**config.mk**
```make
export PLATFORM = sky130hd
export DESIGN_NAME = chbp_ctrl
export DESIGN_NICKNAME = d
export VERILOG_FILES = /design/src/hdl/chbp_pkg.sv /design/src/hdl/chbp_ctrl.sv
export SDC_FILE = /design/constraint.sdc
export NUM_CORES = 1
export LEC_CHECK = 0
export BUFFER_PORTS_ARGS = -buffer_cell sky130_fd_sc_hd__buf_2
export CAP_MARGIN = 20
export CORE_AREA = 2 2 39 41
export DETAILED_ROUTE_END_ITERATION = 6
export DIE_AREA = 0 0 41 43
export HOLD_SLACK_MARGIN = 0.12
export PLACE_DENSITY = 0.53
export SLEW_MARGIN = 20
export SYNTH_ARGS = -nofsm -noshare
export SYNTH_HDL_FRONTEND = slang
export SYNTH_SLANG_ARGS = --single-unit
```
**constraint.sdc**
```tcl
create_clock -name clk_i -period 1.6 [get_ports clk_i]
set_input_delay 0.08 -clock clk_i [delete_from_list [all_inputs] [get_ports clk_i]]
set_output_delay 0.08 -clock clk_i [all_outputs]
set_load 0.01 [all_outputs]
```
**src/hdl/chbp_pkg.sv**
```systemverilog
// ============================================================================
// Canonical Huffman bit packer: shared package
// Sizes, opcodes, and the command and status bundles that pass between
// the controller and the datapath.
// ============================================================================
package chbp_pkg;

  // Table and code sizes.
  localparam int MAX_CODE_BITS   = 24;
  localparam int NUM_SYMBOLS     = 257;
  localparam int END_SYMBOL      = NUM_SYMBOLS - 1;
  localparam int SYM_W           = $clog2(NUM_SYMBOLS);
  localparam int LEN_W           = 5;
  localparam int BYTE_BITS       = 8;
  localparam int MAX_LEVEL_RESET = 24;

  // Bit accumulator: up to seven leftover bits plus one code plus padding.
  localparam int ACC_W  = MAX_CODE_BITS + BYTE_BITS;
  localparam int PEND_W = $clog2(ACC_W + 1);
  localparam int PAD_W  = $clog2(BYTE_BITS);

  // Rebuild counter: grows by at most NUM_SYMBOLS per level, halved after each.
  localparam int CNT_W = $clog2(2 * NUM_SYMBOLS) + 1;

  typedef enum logic [1:0] {
    OP_LOAD   = 2'd0,
    OP_ENCODE = 2'd1,
    OP_FINISH = 2'd2,
    OP_NONE   = 2'd3
  } opcode_e;

  // Commands from the controller to the datapath.
  typedef struct packed {
    logic scan_rst;   // symbol scan counter back to zero
    logic scan_inc;   // next symbol
    logic clr_wr;     // write zero to the length table at the scan address
    logic load_wr;    // write the input length to the length table
    logic item_load;  // capture the input beat
    logic lvl_init;   // start a rebuild at the top level
    logic lvl_next;   // step down one level and halve the counter
    logic rb_wr;      // assign a code if the length matches the level
    logic lookup;     // read both tables for the captured symbol
    logic append;     // append the looked-up code to the accumulator
    logic emit;       // move one byte into the output register
  } chbp_cmd_t;

  // Status from the datapath to the controller.
  typedef struct packed {
    logic scan_last;  // scan address is the last symbol
    logic lvl_zero;   // no level left to assign
    logic pend_ge8;   // a whole byte is pending
    logic last_byte;  // the pending byte is the final one of this item
    logic out_free;   // output register can take a byte this cycle
  } chbp_stat_t;

  // Mask of the low len bits of a code word.
  function automatic logic [MAX_CODE_BITS-1:0] len_mask(input logic [LEN_W-1:0] len);
    logic [MAX_CODE_BITS-1:0] m;
    for (int i = 0; i < MAX_CODE_BITS; i++) begin
      m[i] = (i < int'(len));
    end
    return m;
  endfunction

endpackage

```
**src/hdl/chbp_ctrl.sv**
```systemverilog
// ============================================================================
// Canonical Huffman bit packer: controller
// Sequences the clearing pass, the code rebuild, the table lookup and the
// byte emission of each item.
// ============================================================================
module chbp_ctrl (
  input  logic                 clk_i,
  input  logic                 rst_ni,
  input  logic                 in_valid_i,
  input  chbp_pkg::opcode_e    in_opcode_i,
  input  logic                 cfg_we_i,
  input  chbp_pkg::chbp_stat_t stat_i,
  output chbp_pkg::chbp_cmd_t  cmd_o,
  output logic                 in_stall_o
);
  import chbp_pkg::*;

  typedef enum logic [2:0] {
    ST_CLEAR,
    ST_IDLE,
    ST_RB_LVL,
    ST_RB_RD,
    ST_RB_CHK,
    ST_LOOKUP,
    ST_APPEND,
    ST_EMIT
  } state_e;

  state_e state_q, state_d;
  logic   tbl_valid_q, tbl_valid_d;
  logic   accept;

  assign accept     = in_valid_i && (state_q == ST_IDLE);
  assign in_stall_o = (state_q != ST_IDLE);

  // Next state and commands.
  always_comb begin
    cmd_o       = '0;
    state_d     = state_q;
    tbl_valid_d = tbl_valid_q;
    if (cfg_we_i) begin
      tbl_valid_d = 1'b0;
    end
    unique case (state_q)
      ST_CLEAR: begin
        cmd_o.clr_wr = 1'b1;
        if (stat_i.scan_last) begin
          cmd_o.scan_rst = 1'b1;
          state_d        = ST_IDLE;
        end else begin
          cmd_o.scan_inc = 1'b1;
        end
      end
      ST_IDLE: begin
        if (accept) begin
          cmd_o.item_load = 1'b1;
          unique case (in_opcode_i)
            OP_LOAD: begin
              cmd_o.load_wr = 1'b1;
              tbl_valid_d   = 1'b0;
            end
            OP_ENCODE, OP_FINISH: begin
              if (tbl_valid_q) begin
                state_d = ST_LOOKUP;
              end else begin
                cmd_o.lvl_init = 1'b1;
                cmd_o.scan_rst = 1'b1;
                state_d        = ST_RB_LVL;
              end
            end
            OP_NONE: begin
            end
          endcase
        end
      end
      ST_RB_LVL: begin
        if (stat_i.lvl_zero) begin
          tbl_valid_d = 1'b1;
          state_d     = ST_LOOKUP;
        end else begin
          state_d = ST_RB_RD;
        end
      end
      ST_RB_RD: begin
        state_d = ST_RB_CHK;
      end
      ST_RB_CHK: begin
        cmd_o.rb_wr = 1'b1;
        if (stat_i.scan_last) begin
          cmd_o.scan_rst = 1'b1;
          cmd_o.lvl_next = 1'b1;
          state_d        = ST_RB_LVL;
        end else begin
          cmd_o.scan_inc = 1'b1;
          state_d        = ST_RB_RD;
        end
      end
      ST_LOOKUP: begin
        cmd_o.lookup = 1'b1;
        state_d      = ST_APPEND;
      end
      ST_APPEND: begin
        cmd_o.append = 1'b1;
        state_d      = ST_EMIT;
      end
      ST_EMIT: begin
        if (!stat_i.pend_ge8) begin
          state_d = ST_IDLE;
        end else if (stat_i.out_free) begin
          cmd_o.emit = 1'b1;
          if (stat_i.last_byte) begin
            state_d = ST_IDLE;
          end
        end
      end
    endcase
  end

  // State and table-valid flag.
  always_ff @(posedge clk_i or negedge rst_ni) begin
    if (!rst_ni) begin
      state_q     <= ST_CLEAR;
      tbl_valid_q <= 1'b0;
    end else begin
      state_q     <= state_d;
      tbl_valid_q <= tbl_valid_d;
    end
  end

endmodule

```
==> results by group <==
Outcome
  – Status: finished, final reports clean

Worst hold path
  – Min-delay worst type: primary input to flip-flop

Routing
  – Antenna-violating nets left: 0
  – Drt pass-1 iters: 4
  – DRT iter0 DRCs: 4
  – WL/cell: 9.108 um
  – DR DRC count: 0
  – Total routed wirelength: 847 um
  – DR vias/cell: 4.538
  – Vias post-DR: 422

Timing
  – Worst-margin pin slew: 0.2194 ns
  – Max Freq: 712.2 MHz
  – Final hold slack: 0.1439 ns
  – RSZ-0062 raised after global routing: false
  – Max-slew violations: 0
  – Post-route setup slack: 0.1959 ns
  – Clk_skew: 0.001961 ns
  – Relative slew slack: 85.34%
  – Clock period minus final worst setup slack: 1.404 ns
  – Fin. Hold Viols: 0
  – # setup viols final: 0
  – Setup TNS: 0 ns
  – Tcrit/Tclk final: 87.76%

Setup path
  – Critical path arrival: 1.32 ns
  – WP buf/inv: 2
  – CP startpoint kind: flip-flop
  – Required @ worst endpoint: 1.52 ns
  – CP peak stage delay: 0.42 ns
  – Cell Chain, Critical Path: buf_4 -> nor3b_1 -> and2_1 -> buf_2
  – CP max FO: 8
  – Critical path class: flip-flop to output pin
  – Crit end category: output pin
  – CP max stage cell: dfrtp_1
  – CP top delay family: flip-flops

Power and ir drop
  – Net Sw Frac: 41.97%
  – Maximum VDD drop: 0.0006697 V
  – Share of power burned in registers: 21.6%
  – Leakage power: 0.3195 nW
  – Clock power share: 15.1%
  – P_int: 0.4662 mW
  – Pwr dens: 1463 nW/um2
  – Comb power frac: 63.3%
  – Psw: 0.3372 mW

Final layout
  – Layout area overhead: 51.90%
  – Layout Cells excl Fill: 93
  – Share of cells above drive strength 1: 38.96%
  – N_diodes: 0
  – Final core occ: 39.69%
  – Final nets: 91

Logic synthesis
  – Flops & latches, synth: 4
  – EDFF count, synth: 0
  – Count leader, synth: nor2_1
  – Synthesized area: 361.6 um2
  – Yosys warning count: 0
  – Synth top area cells: dfrtp_1 (28%), nor2_1 (6.2%), and3_1 (5.2%)
  – Ys async rst share: 100.0%
  – Yosys top cell by area: dfrtp_1
  – Post-Syn Nets: 61
  – Synth cell count leaders: nor2_1 (6), inv_1 (5), dfrtp_1 (4)
  – Number of library cell types mapped by synthesis: 25
  – Dominant synthesized flop cell: dfrtp_1
  – Yosys top cell area share: 27.68%
  – Avg Cell Area, Syn: 7.380 um2
  – Sequential-to-total area share from yosys stat: 27.68%
  – Synth Instances: 49

Clocking
  – Clock Path Buffers: 2
  – CTS Buf Count: 3
  – Clock root buffer master: clkbuf_4
  – Worst skew pair latency: 0.23 ns
  – CTS tree: yes
  – Reg clk slew, reported paths: 0.04 ns
  – Clock sinks: 4
  – CTS HTree Levels: 1

Floorplanning
  – Die area: 1763 um2
  – Chip height: 43 um
  – Die W: 41 um
  – Initial cell density of the core: 26.13%
  – Core footprint: 1384 um2
  – Row cnt: 14
  – IO Pins: 23

Placed design
  – Pre-CTS setup slack: 0.3295 ns
  – DP Cell Count: 88
  – Buffers on Ports: 22
  – Final RePlAce weighted congestion: 0.7426

Global routing
  – Vias in the first global route: 319
  – Initial antenna violation count: 0
  – Largest net degree at the start of global routing: 11
  – Grt total ovfl: 0
  – Gr usage total: 10.70%
  – First-pass GRT wire length: 1214 um

Run
  – Max-Cap Viols: 0
## area by class of cell
cell class	instances	area [um2]
Clock buffer	3	22.52
Fill cell	143	834.6
Inverter	5	18.77
Multi-Input combinational cell	37	227.7
Sequential cell	4	100.1
Tap cell	16	20.02
Timing Repair Buffer	28	160.2
## worst min-delay path: stages
cell	delay, ns
buf_2	0.07
o32a_1	0.13
nor2_1	0.05
## timing repair
action / CTS / global route
hold endpoints to repair: 5 / 0
hold buffers: 2 / 0
setup endpoints to repair: 0 / 1
buffers inserted: 0 / 0
gates resized for setup: 0 / 1
## layout by cell type (no fill, tap or decap)
cell type      count
buf_2             22
nor2_1             5
inv_1              5
buf_4              4
dfrtp_1            4
nand2_1            3
and3_1             3
nand3_1            3
a21oi_1            3
clkbuf_4           3
nor3_1             2
and2_1             2
o21ai_0            2
dlygate4sd3_1      2
and3b_1            1
nor3b_1            1
nor2_2             1
nand3b_1           1
mux2i_1            1
nand2b_1           1
o32a_1             1
a21o_1             1
o21a_1             1
o2bb2ai_1          1
o22a_1             1
o21ai_1            1
a221o_1            1
ha_1               1
## sequential cells by signal, indices dropped and copies added, names as in the netlist
name	cells
state_q	3
tbl_valid_q	1
## through the flow
step | cell area (um2) | power [mW]
6_report | 549.3 | 0.8034
5_1_grt | 549.3 | 0.8797
2_1_floorplan | 361.6 | 0.4968
4_1_cts | 546.8 | 0.8073
3_3_place_gp | 504.2 | 0.6780
3_5_place_dp | 504.2 | 0.6724
## per-layer routing
layer  wire length, um  GRT usage, %
met1               403         13.40
met2               362         13.75
met3                69         1.571
met4                11         12.00
met5                 0             0
## path summary, 6_finish.rpt
kind / cells after the start / end / startpoint / slack (ns)
setup reg to reg: 3 / state_q[0]$_DFFE_PN0P_ / state_q[2]$_DFFE_PN0P_ / 0.31
setup / recovery: 4 / cmd_o[4] / state_q[2]$_DFFE_PN0P_ / 0.20
min in group asynchronous: 2 / tbl_valid_q$_DFF_PN0_ / rst_ni / 0.18
max in group asynchronous: 2 / state_q[1]$_DFFE_PN0P_ / rst_ni / 1.30
hold reg to reg: 1 / state_q[0]$_DFFE_PN0P_ / state_q[1]$_DFFE_PN0P_ / 0.61
hold / removal: 3 / tbl_valid_q$_DFF_PN0_ / cfg_we_i / 0.14
## power groups by stage
stage	sequential (mW)	clock [mW]	combinational, mW
2_1_floorplan	0.163	0	0.333
3_3_place_gp	0.172	0	0.506
3_5_place_dp	0.171	0	0.501
4_1_cts	0.170	0.130	0.507
5_1_grt	0.180	0.133	0.567
6_report	0.174	0.121	0.509
## cell families after synthesis
family / synth area share [%]
AO/OA/AOI/OAI: 22.84
adder cells (fa/ha/maj): 3.460
buffers and inverters: 10.04
flip-flops: 27.68
multiplexers: 2.768
AND/OR/NAND/NOR: 33.22
Power figures use the tool's default switching activity.
